## src/rtl/swpf_pkg.sv

```systemverilog
// Package for the servo write packet framer.
// Holds the opcode, byte-source and jump codes, the control word type, the
// microcode table and the CRC-16 byte update. No dependencies.
`default_nettype none

package swpf_pkg;

   typedef logic [3:0] step_type;
   typedef logic [3:0] src_type;
   typedef logic [1:0] jump_type;
   typedef logic [1:0] ndata_type;

   localparam logic [2:0] OP_MODE   = 3'd0;
   localparam logic [2:0] OP_POS    = 3'd1;
   localparam logic [2:0] OP_PWM    = 3'd2;
   localparam logic [2:0] OP_LED    = 3'd3;
   localparam logic [2:0] OP_TORQUE = 3'd4;

   localparam src_type SRC_FF     = 4'd0;
   localparam src_type SRC_FD     = 4'd1;
   localparam src_type SRC_ZERO   = 4'd2;
   localparam src_type SRC_ID     = 4'd3;
   localparam src_type SRC_LEN    = 4'd4;
   localparam src_type SRC_INSTR  = 4'd5;
   localparam src_type SRC_ADDR   = 4'd6;
   localparam src_type SRC_DATA0  = 4'd7;
   localparam src_type SRC_DATA1  = 4'd8;
   localparam src_type SRC_CRC_LO = 4'd9;
   localparam src_type SRC_CRC_HI = 4'd10;

   localparam jump_type JMP_NONE   = 2'd0;
   localparam jump_type JMP_IF_ONE = 2'd1;
   localparam jump_type JMP_IF_TWO = 2'd2;

   localparam ndata_type NDATA_ONE  = 2'd0;
   localparam ndata_type NDATA_TWO  = 2'd1;
   localparam ndata_type NDATA_FOUR = 2'd2;

   localparam logic [7:0] BYTE_HDR   = 8'hFF;
   localparam logic [7:0] BYTE_HDR3  = 8'hFD;
   localparam logic [7:0] BYTE_WRITE = 8'h03;
   localparam logic [7:0] ADDR_MODE  = 8'h0B;
   localparam logic [7:0] ADDR_POS   = 8'h74;
   localparam logic [7:0] ADDR_PWM   = 8'h64;
   localparam logic [7:0] ADDR_LED   = 8'h41;
   localparam logic [7:0] ADDR_TORQ  = 8'h40;
   localparam logic [7:0] MODE_PWM   = 8'h10;
   localparam logic [7:0] MODE_POS   = 8'h03;
   localparam logic [7:0] SERVO_ID_RESET = 8'h01;
   localparam logic [15:0] CRC_POLY  = 16'h8005;

   typedef struct packed {
      src_type  src;
      logic     crc_en;
      logic     last;
      jump_type jump;
      step_type target;
   } uword_type;

   function automatic uword_type ucode_rom(input step_type step);
      uword_type w;
      w = '{src: SRC_ZERO, crc_en: 1'b1, last: 1'b0, jump: JMP_NONE, target: 4'd0};
      case (step)
         4'd0:  w.src = SRC_FF;
         4'd1:  w.src = SRC_FF;
         4'd2:  w.src = SRC_FD;
         4'd3:  w.src = SRC_ZERO;
         4'd4:  w.src = SRC_ID;
         4'd5:  w.src = SRC_LEN;
         4'd6:  w.src = SRC_ZERO;
         4'd7:  w.src = SRC_INSTR;
         4'd8:  w.src = SRC_ADDR;
         4'd9:  w.src = SRC_ZERO;
         4'd10: begin
            w.src    = SRC_DATA0;
            w.jump   = JMP_IF_ONE;
            w.target = 4'd14;
         end
         4'd11: begin
            w.src    = SRC_DATA1;
            w.jump   = JMP_IF_TWO;
            w.target = 4'd14;
         end
         4'd12: w.src = SRC_ZERO;
         4'd13: w.src = SRC_ZERO;
         4'd14: begin
            w.src    = SRC_CRC_LO;
            w.crc_en = 1'b0;
         end
         4'd15: begin
            w.src    = SRC_CRC_HI;
            w.crc_en = 1'b0;
            w.last   = 1'b1;
         end
         default: w.src = SRC_ZERO;
      endcase
      return w;
   endfunction

   function automatic logic [15:0] crc_update(input logic [15:0] crc, input logic [7:0] b);
      logic [15:0] c;
      c = crc ^ {b, 8'h00};
      for (int k = 0; k < 8; k++) begin
         if (c[15]) begin
            c = {c[14:0], 1'b0} ^ CRC_POLY;
         end else begin
            c = {c[14:0], 1'b0};
         end
      end
      return c;
   endfunction

endpackage

`default_nettype wire

```

## src/rtl/swpf_sequencer.sv

```systemverilog
// Microcode sequencer of the servo write packet framer.
// Steps through the control table in swpf_pkg, one beat per step, with
// conditional jumps on the data length. Depends on swpf_pkg.
`default_nettype none

module swpf_sequencer (
   input  wire                 clock,
   input  wire                 reset,
   input  wire                 start,
   input  wire                 out_free,
   input  swpf_pkg::ndata_type ndata,
   output logic                busy,
   output logic                fire,
   output swpf_pkg::uword_type uword
);
   import swpf_pkg::*;

   step_type step_ff, step_in;
   logic     busy_ff, busy_in;
   logic     jump_taken;

   assign uword = ucode_rom(step_ff);
   assign busy  = busy_ff;
   assign fire  = busy_ff & out_free;

   assign jump_taken = ((uword.jump == JMP_IF_ONE) && (ndata == NDATA_ONE)) ||
                       ((uword.jump == JMP_IF_TWO) && (ndata == NDATA_TWO));

   always_comb begin
      step_in = step_ff;
      busy_in = busy_ff;
      if (start) begin
         step_in = 4'd0;
         busy_in = 1'b1;
      end else if (fire) begin
         if (uword.last) begin
            busy_in = 1'b0;
         end else if (jump_taken) begin
            step_in = uword.target;
         end else begin
            step_in = step_ff + 4'd1;
         end
      end
   end

   always_ff @(posedge clock) begin
      if (reset) begin
         step_ff <= 4'd0;
         busy_ff <= 1'b0;
      end else begin
         step_ff <= step_in;
         busy_ff <= busy_in;
      end
   end

endmodule

`default_nettype wire

```

## src/rtl/swpf_datapath.sv

```systemverilog
// Datapath of the servo write packet framer.
// Holds the command fields, the servo id register, the CRC and the output
// register, and selects each packet byte as the control word says. Depends on swpf_pkg.
`default_nettype none

module swpf_datapath (
   input  wire                 clock,
   input  wire                 reset,
   input  wire                 load,
   input  wire  [2:0]          opcode,
   input  wire                 mode_select,
   input  wire  [11:0]         goal_position,
   input  wire  signed [10:0]  goal_pwm,
   input  wire                 flag_on,
   input  wire                 csr_wr_en,
   input  wire  [7:0]          csr_wr_data,
   input  wire                 fire,
   input  swpf_pkg::uword_type uword,
   input  wire                 rsp_stall,
   output swpf_pkg::ndata_type ndata,
   output logic                out_free,
   output logic                rsp_valid,
   output logic [7:0]          rsp_frame_byte,
   output logic                rsp_last_byte
);
   import swpf_pkg::*;

   localparam logic signed [10:0] PwmLimit = 11'sd885;
   localparam logic signed [10:0] PwmFloor = -11'sd885;

   logic [7:0]  servo_id_ff, servo_id_in;
   logic [7:0]  addr_ff, addr_in;
   logic [7:0]  data0_ff, data0_in;
   logic [7:0]  data1_ff, data1_in;
   logic [7:0]  len_ff, len_in;
   ndata_type   ndata_ff, ndata_in;
   logic [15:0] crc_ff, crc_in;
   logic        valid_ff, valid_in;
   logic [7:0]  byte_ff, byte_in;
   logic        last_ff, last_in;
   logic signed [10:0] pwm_clamped;
   logic [15:0] pwm16;
   logic [7:0]  cur_byte;

   assign ndata          = ndata_ff;
   assign out_free       = ~valid_ff | ~rsp_stall;
   assign rsp_valid      = valid_ff;
   assign rsp_frame_byte = byte_ff;
   assign rsp_last_byte  = last_ff;

   always_comb begin
      if (goal_pwm > PwmLimit) begin
         pwm_clamped = PwmLimit;
      end else if (goal_pwm < PwmFloor) begin
         pwm_clamped = PwmFloor;
      end else begin
         pwm_clamped = goal_pwm;
      end
      pwm16 = {{5{pwm_clamped[10]}}, pwm_clamped};
   end

   always_comb begin
      addr_in  = addr_ff;
      data0_in = data0_ff;
      data1_in = data1_ff;
      len_in   = len_ff;
      ndata_in = ndata_ff;
      if (load) begin
         data1_in = 8'h00;
         case (opcode)
            OP_MODE: begin
               addr_in  = ADDR_MODE;
               data0_in = mode_select ? MODE_POS : MODE_PWM;
               len_in   = 8'd6;
               ndata_in = NDATA_ONE;
            end
            OP_POS: begin
               addr_in  = ADDR_POS;
               data0_in = goal_position[7:0];
               data1_in = {4'h0, goal_position[11:8]};
               len_in   = 8'd9;
               ndata_in = NDATA_FOUR;
            end
            OP_PWM: begin
               addr_in  = ADDR_PWM;
               data0_in = pwm16[7:0];
               data1_in = pwm16[15:8];
               len_in   = 8'd7;
               ndata_in = NDATA_TWO;
            end
            OP_LED: begin
               addr_in  = ADDR_LED;
               data0_in = {7'h00, flag_on};
               len_in   = 8'd6;
               ndata_in = NDATA_ONE;
            end
            default: begin
               addr_in  = ADDR_TORQ;
               data0_in = {7'h00, flag_on};
               len_in   = 8'd6;
               ndata_in = NDATA_ONE;
            end
         endcase
      end
   end

   always_comb begin
      case (uword.src)
         SRC_FF:     cur_byte = BYTE_HDR;
         SRC_FD:     cur_byte = BYTE_HDR3;
         SRC_ID:     cur_byte = servo_id_ff;
         SRC_LEN:    cur_byte = len_ff;
         SRC_INSTR:  cur_byte = BYTE_WRITE;
         SRC_ADDR:   cur_byte = addr_ff;
         SRC_DATA0:  cur_byte = data0_ff;
         SRC_DATA1:  cur_byte = data1_ff;
         SRC_CRC_LO: cur_byte = crc_ff[7:0];
         SRC_CRC_HI: cur_byte = crc_ff[15:8];
         default:    cur_byte = 8'h00;
      endcase
   end

   always_comb begin
      crc_in = crc_ff;
      if (load) begin
         crc_in = 16'h0000;
      end else if (fire && uword.crc_en) begin
         crc_in = crc_update(crc_ff, cur_byte);
      end
   end

   always_comb begin
      valid_in = valid_ff;
      byte_in  = byte_ff;
      last_in  = last_ff;
      if (fire) begin
         valid_in = 1'b1;
         byte_in  = cur_byte;
         last_in  = uword.last;
      end else if (valid_ff && !rsp_stall) begin
         valid_in = 1'b0;
      end
   end

   assign servo_id_in = csr_wr_en ? csr_wr_data : servo_id_ff;

   always_ff @(posedge clock) begin
      if (reset) begin
         servo_id_ff <= SERVO_ID_RESET;
         valid_ff    <= 1'b0;
      end else begin
         servo_id_ff <= servo_id_in;
         valid_ff    <= valid_in;
      end
   end

   always_ff @(posedge clock) begin
      addr_ff  <= addr_in;
      data0_ff <= data0_in;
      data1_ff <= data1_in;
      len_ff   <= len_in;
      ndata_ff <= ndata_in;
      crc_ff   <= crc_in;
      byte_ff  <= byte_in;
      last_ff  <= last_in;
   end

endmodule

`default_nettype wire

```

## src/rtl/servo_write_packet_framer.sv

```systemverilog
// Servo write packet framer: one write command in, one 13 to 16 byte packet out.
// The first beat enters the output register after the command loads the step counter and busy flag,
// then one beat per cycle while the output is not stalled; the microcode step counter sets this.
// A new command is taken once the last beat is in the output register.
// Synchronous reset sets the servo id to 1 and leaves the framer idle with no output pending.
// Depends on swpf_pkg, swpf_sequencer and swpf_datapath.
`default_nettype none

module servo_write_packet_framer (
   input  wire               clock,
   input  wire               reset,
   input  wire               req_valid,
   output logic              req_stall,
   input  wire  [2:0]        req_opcode,
   input  wire               req_mode_select,
   input  wire  [11:0]       req_goal_position,
   input  wire  signed [10:0] req_goal_pwm,
   input  wire               req_flag_on,
   output logic              rsp_valid,
   input  wire               rsp_stall,
   output logic [7:0]        rsp_frame_byte,
   output logic              rsp_last_byte,
   input  wire               csr_wr_en,
   input  wire  [7:0]        csr_wr_data
);
   import swpf_pkg::*;

   logic      busy;
   logic      fire;
   logic      out_free;
   logic      accept;
   logic      start;
   uword_type uword;
   ndata_type ndata;

   assign req_stall = busy;
   assign accept    = req_valid & ~busy;
   // Unused opcodes are taken and produce no packet.
   assign start     = accept & (req_opcode <= OP_TORQUE);

   swpf_sequencer u_seq (
      .clock    (clock),
      .reset    (reset),
      .start    (start),
      .out_free (out_free),
      .ndata    (ndata),
      .busy     (busy),
      .fire     (fire),
      .uword    (uword)
   );

   swpf_datapath u_dp (
      .clock          (clock),
      .reset          (reset),
      .load           (start),
      .opcode         (req_opcode),
      .mode_select    (req_mode_select),
      .goal_position  (req_goal_position),
      .goal_pwm       (req_goal_pwm),
      .flag_on        (req_flag_on),
      .csr_wr_en      (csr_wr_en),
      .csr_wr_data    (csr_wr_data),
      .fire           (fire),
      .uword          (uword),
      .rsp_stall      (rsp_stall),
      .ndata          (ndata),
      .out_free       (out_free),
      .rsp_valid      (rsp_valid),
      .rsp_frame_byte (rsp_frame_byte),
      .rsp_last_byte  (rsp_last_byte)
   );

endmodule

`default_nettype wire
```

## config.mk

```make
export PLATFORM = sky130hd
export DESIGN_NAME = servo_write_packet_framer
export DESIGN_NICKNAME = d
export VERILOG_FILES = /design/src/rtl/swpf_pkg.sv /design/src/rtl/swpf_sequencer.sv /design/src/rtl/swpf_datapath.sv /design/src/rtl/servo_write_packet_framer.sv
export SDC_FILE = /design/constraint.sdc
export NUM_CORES = 1
export LEC_CHECK = 0
export BUFFER_PORTS_ARGS = -buffer_cell sky130_fd_sc_hd__buf_2
export CAP_MARGIN = 15
export CELL_PAD_IN_SITES_DETAIL_PLACEMENT = 1
export CELL_PAD_IN_SITES_GLOBAL_PLACEMENT = 1
export CORE_AREA = 2 2 92 94
export DETAILED_ROUTE_END_ITERATION = 10
export DIE_AREA = 0 0 94 96
export PLACE_DENSITY_LB_ADDON = 0.1
export SLEW_MARGIN = 20
export SYNTH_ARGS = -nofsm -noshare
export SYNTH_HDL_FRONTEND = slang
export SYNTH_SLANG_ARGS = --single-unit
```

## constraint.sdc

```tcl
create_clock -name clock -period 5.8 [get_ports clock]
set_clock_uncertainty 0.1 [all_clocks]
set_input_delay 0.29 -clock clock [delete_from_list [all_inputs] [get_ports clock]]
set_output_delay 0.29 -clock clock [all_outputs]
set_load 0.02 [all_outputs]
```

# Word-level counts from Yosys, hierarchy flattened
# Index checks and enable logic that the tools add are counted.
totals:
  register_bits: 73
  input_bits: 41
  out_inout_bits: 11
  word_cells: 123
classes:
  addsub: 1
  magnitude_cmp: 3
  eq_ne: 30
  muxes: 41
  bitwise_logic: 17
  n_reduce_logical: 19
ops:
  columns: ["cell", "count"]
  rows:
  - ["2-to-1 mux 16 bit", 22]
  - ["case mux 8 bit (10 select lines)", 1]
  - ["== test 4 bit (second input constant)", 11]
  - ["case mux 4 bit (11 select lines)", 1]
  - ["== test 4 x 3 -> 1 bit (second input constant)", 8]
  - ["case mux 7 bit (4 select lines)", 1]
  - ["NOT 3 bit", 8]
  - ["case mux 8 bit (3 select lines)", 1]
  - ["2-to-1 mux 11 bit", 2]
  - ["case mux 8 bit (2 select lines)", 1]
  - ["XOR 16 bit", 1]
  - ["== test 4 x 2 -> 1 bit (second input constant)", 3]
  - ["case mux 6 bit (2 select lines)", 1]
  - ["greater-than comparator 11 bit (second input constant)", 1]
  - ["less-than comparator 11 bit (second input constant)", 1]
  - ["== test 4 x 1 -> 1 bit (second input constant)", 2]
  - ["zero test 4 bit", 2]
  - ["case mux 4 bit (2 select lines)", 1]
  - ["2-to-1 mux 1 bit", 7]
  - ["== test 3 x 2 -> 1 bit (second input constant)", 2]
  - ["nonzero test 2 bit", 3]
  - ["OR reduction 2 bit", 3]
  - ["2-to-1 mux 5 bit", 1]
  - ["OR reduction 5 bit", 1]
  - ["16 further kinds", 26]

# Depth between registers and ports, before layout
depth:
  word_depth: 36
  ltp_mapped: 12
  mapped_depth_nobuf: 11

# Modules after synthesis
# Synthesis repeated with hierarchy kept, for this count alone.
unflattened:
  hier_cells: 370
  area_unflattened_um2: 3534.6
modules_own_cells:
  columns: ["module", "n_inst", "cells_per_inst", "area_each_um2"]
  rows:
  - ["swpf_datapath", 1, 303, 3027.9]
  - ["swpf_sequencer", 1, 65, 493.0]
  - ["servo_write_packet_framer", 1, 2, 13.8]

# Worst setup path before layout
# Ideal clock, no wire load.
synth_timing:
  kind: "register -> register"
  start: "register u_seq.step_ff[0]"
  end: "register u_dp.crc_ff[15]"
  setup_time_ns: 0.069
  arrival_ns: 3.071
  t_required_ns: 5.631
  slack_ns: 2.560
  path_stages_with_launch: 13
  n_path_buf: 1
  path_cell_list: "dfxtp_1 inv_1 ha_1 or3_1 buf_6 o32ai_4 a2111o_1 a2111oi_4 mux2i_1 xnor2_2 xnor3_2 xnor3_1 o21ai_1"
synth_via:
  elab_chain_cells: 29
  elab_cells_between_ends: 63
synth_lines:
  columns: ["item", "line_no", "rtl"]
  rows:
  - ["start: declaration", "swpf_sequencer.sv:18", "step_type step_ff, step_in;"]
  - ["start signal: assignment", "swpf_sequencer.sv:51", "step_ff <= step_in;"]
  - ["== test 4 x 2 -> 1 bit, or another cell as far along", "swpf_pkg.sv:63", "case (step)"]
  - ["OR reduction 5 bit (no line) or OR reduction 2 bit (tied branches)", null, null]
  - ["case mux 4 bit (11 select lines)", "swpf_pkg.sv:63", null]
  - ["== test 4 bit, or another cell as far along", "swpf_datapath.sv:108", "case (uword.src)"]
  - ["case mux 8 bit (10 select lines)", "swpf_datapath.sv:108", null]
  - ["XOR 16 bit", "swpf_pkg.sv:102", "c = crc ^ {b, 8'h00};"]
  - ["2-to-1 mux 16 bit or NOT 3 bit (tied branches)", null, null]
  - ["2-to-1 mux 16 bit (on tied branches)", "swpf_datapath.sv:127, swpf_pkg.sv:104", null]
  - ["[... 13 more ...]", null, null]
  - ["2-to-1 mux 16 bit, or another cell as far along", "swpf_pkg.sv:104", "if (c[15]) begin"]
  - ["2-to-1 mux 16 bit (on tied branches)", "swpf_datapath.sv:127, swpf_pkg.sv:104", null]
  - ["2-to-1 mux 16 bit (on tied branches)", "swpf_datapath.sv:125, swpf_datapath.sv:127", null]
  - ["NOT 3 bit (no line) or 2-to-1 mux 16 bit (tied branches)", null, null]
  - ["2-to-1 mux 16 bit", "swpf_pkg.sv:104", null]
  - ["2-to-1 mux 16 bit", "swpf_datapath.sv:127", "end else if (fire && uword.crc_en) begin"]
  - ["2-to-1 mux 16 bit", "swpf_datapath.sv:125", "if (load) begin"]
  - ["2-to-1 mux 16 bit", "swpf_pkg.sv:104", null]
  - ["end signal: assignment", "swpf_datapath.sv:163", "crc_ff <= crc_in;"]
  - ["end: declaration", "swpf_datapath.sv:37", "logic [15:0] crc_ff, crc_in;"]
# Several ways; a longest one is shown, not always the timed one. The select of a mux whose other input is x is not followed.
# A chain may end at the register's enable or synchronous reset.

# Worst setup path after layout
# Same ends and word-level chain as after synthesis.

==> results.sh <==
export IMPL_cts_hold_buffers=0
export IMPL_slowest_stage="ha_1"
export IMPL_wl_per_cell_um=16.97
export IMPL_post_route_util=0.4743
export IMPL_core_area_um2=8051
export IMPL_area_delta_synth_final_pct=15.00
export IMPL_slew_headroom=0.4269
export IMPL_synth_ff_type="edfxtp_1"
export IMPL_cts_clk_slew_worst_paths_ns=0.07
export IMPL_rsz0062_at_grt="no"
export IMPL_antenna_cells=0
export IMPL_arrival_ns=4.03
export IMPL_cp_required_ns=5.96
export IMPL_vias=2618
export IMPL_synth_edf_count=31
export IMPL_finalCriticalPeriod_ns=3.871
export IMPL_hold_viol=0
export IMPL_drt_initial_drc_count=94
export IMPL_cts_tree="yes"
export IMPL_synthTopCellsByArea="edfxtp_1 28%, dfxtp_1 18%, nand2_1 4.3%"
export IMPL_port_buffers=51
export IMPL_crit_chain="ha_1 > or3_1 > o32ai_4 > a2111o_1 > a2111oi_4 > mux2i_1 > xnor2_2 > xnor3_2 > xnor3_1 > o21ai_1"
export IMPL_dieArea_um2=9024
export IMPL_gr_usage_all_layers=0.2004
export IMPL_setup_viol=0
export IMPL_numCtsBuffers=9
export IMPL_postSynthCellCount=334
export IMPL_first_pass_iters=4
export IMPL_grt_max_degree=44
export IMPL_synth_most_common_cell="nand2_1"
export IMPL_worstPathMaxFanout=16
export IMPL_grt_pass1_wl_mm=13.56
export IMPL_fin_nets=427
export IMPL_synthDominantCellAreaShare=0.2803
export IMPL_grt_antenna_before_repair=0
export IMPL_cts_sinks=61
export IMPL_cap_violations=0
export IMPL_die_w_um=94
export IMPL_rr_startpoint="u_seq.step_ff[0]$_SDFFE_PP0P_"
export IMPL_cts_path_max_buffers=2
export IMPL_ys_ff_latch=61
export IMPL_worst_setup_path_start_kind="flop"
export IMPL_slew_viol_final=0
export IMPL_period_share=0.6674
export IMPL_grt_pass1_vias=2640
export IMPL_path_class="flop to flop"
export IMPL_ant_nets=0
export IMPL_synth_nets=380
export IMPL_drc=0
export IMPL_initial_core_util=0.4124
export IMPL_dp_hpwl_mm=6.500
export IMPL_fmax_ghz=0.2584
export IMPL_endpoint_kind="flop"
export IMPL_max_stage_delay_ns=0.57
export IMPL_power_density_nw_per_um2=296.6
export IMPL_synth_commonest_cells="38 x nand2_1, 31 x edfxtp_1, 30 x dfxtp_1, 30 x nor2_1, 18 x inv_1"
export IMPL_wirelength_mm=8.330
export IMPL_htreeDepth=3
export IMPL_fin_cells=491
export IMPL_root_buffer="clkbuf_8"
export IMPL_routabilityCongestion=0.8274
export IMPL_yosys_warnings=0
export IMPL_p_leak_nw=1.441
export IMPL_place_inst=475
export IMPL_tightest_slew_ns=0.8592
export IMPL_crit_buf_inv=0
export IMPL_syn_area_um2=3321
export IMPL_fin_tns_setup_ns=0
export IMPL_via_per_inst=5.332
export IMPL_clk_latency_ns=0.33
export IMPL_reg2reg_slack_ns=1.93
export IMPL_status="finished clean"
export IMPL_syn_avg_cell_area_um2=9.942
export IMPL_synth_cell_types=68
export IMPL_grt_overflow=0
export IMPL_critical_path_startpoint="u_seq.step_ff[0]$_SDFFE_PP0P_"
export IMPL_row_count=33
export IMPL_synthArstFlopShare=0
export IMPL_layout_drive_gt1_share=0.2073
export IMPL_vdd_ir_drop_worst_mv=0.09687
export IMPL_yosysTopAreaCell="edfxtp_1"
export IMPL_die_h_um=96
export IMPL_cts_resized_gates=0
export IMPL_synth_seq_area_share=0.4612
export IMPL_min_from="csr_wr_data[0]"
export IMPL_hold_path_class="input port to flop"
export IMPL_post_cts_buffers=0
export IMPL_top_level_ports=52
export IMPL_cp_top_family="compound AO/OA/AOI/OAI gates"
-- where the power goes --
part / switching, mW / internal, mW
combinational: 0.122 / 0.121
clock: 0.156 / 0.194
sequential: 0.0414 / 0.499
total: 0.319 / 0.814
-- final timing paths --
path / endpoint / cells past startpoint
worst max-delay path: u_dp.crc_ff[15]$_SDFFE_PP0P_ / 10
worst min register to register: u_dp.crc_ff[2]$_SDFFE_PP0P_ / 2
worst max register to register: u_dp.crc_ff[15]$_SDFFE_PP0P_ / 10
worst min-delay path: u_dp.servo_id_ff[0]$_SDFFE_PP1P_ / 2
-- through the flow --
stage / power, mW / instance area [um^2] / setup slack [ns] / hold WS (ns)
after CTS: 1.147 / 3819 / 1.921 / 0.04422
final: 1.133 / 3819 / 1.929 / 0.06456
after floorplan: 0.7244 / 3321 / 2.560 / 0.2693
after global routing: 1.198 / 3819 / 1.699 / 0.05957
after global placement: 0.7872 / 3637 / 2.074 / 0.3560
after detailed placement: 0.7939 / 3637 / 1.974 / 0.3770
-- logic make-up after synthesis --
group / synth area share
AOI/OAI and AO/OA: 0.1843
buffers and inverters: 0.04484
adders and majority gates: 0.01884
muxes: 0.03316
DFF: 0.4612
xor gates and xnor gates: 0.07272
and+or+nand+nor: 0.1850
-- placed cells by master (no fill, tap or decap), types with 6 or more instances in the layout --
cell type	count
clkbuf_8	9
inv_1	18
dfxtp_1	30
a21oi_1	17
edfxtp_1	31
mux2i_1	11
o21ai_0	16
buf_2	51
nor2_1	30
a22o_1	6
xnor2_1	12
a211oi_1	6
nor3_1	9
nand2_1	38
-- metal layers --
layer  wire length [um]  up-vias  track usage  share of wire
met2               4109       63       0.3387           0.49
met3                319        6      0.03602          0.038
met1               3796     1235       0.2530           0.46
met5                  0        -            0              0
li1                   -     1314            -              -
met4                104        0      0.08575          0.012
-- cell type report --
| cell class | instances | area, um^2 |
|---|---|---|
| Inverter | 19 | 71.32 |
| Fill cell | 943 | 4233 |
| Clock buffer | 10 | 127.6 |
| Clock inverter | 6 | 53.80 |
| Multi-Input combinational cell | 238 | 1640 |
| Sequential cell | 61 | 1531 |
| Tap cell | 105 | 131.4 |
| Timing Repair Buffer | 52 | 262.8 |
-- flip-flops by register name, summed over array words and instances, names as in the netlist --
name,flops
u_dp.crc_ff,16
u_dp.data0_ff,8
u_dp.rsp_frame_byte,8
u_dp.servo_id_ff,8
u_dp.addr_ff,5
u_dp.data1_ff,5
u_seq.step_ff,4
u_dp.len_ff,3
u_dp.ndata,1
u_dp.rsp_last_byte,1
u_dp.rsp_valid,1
u_seq.busy,1
(Power assumes the default switching activity.)
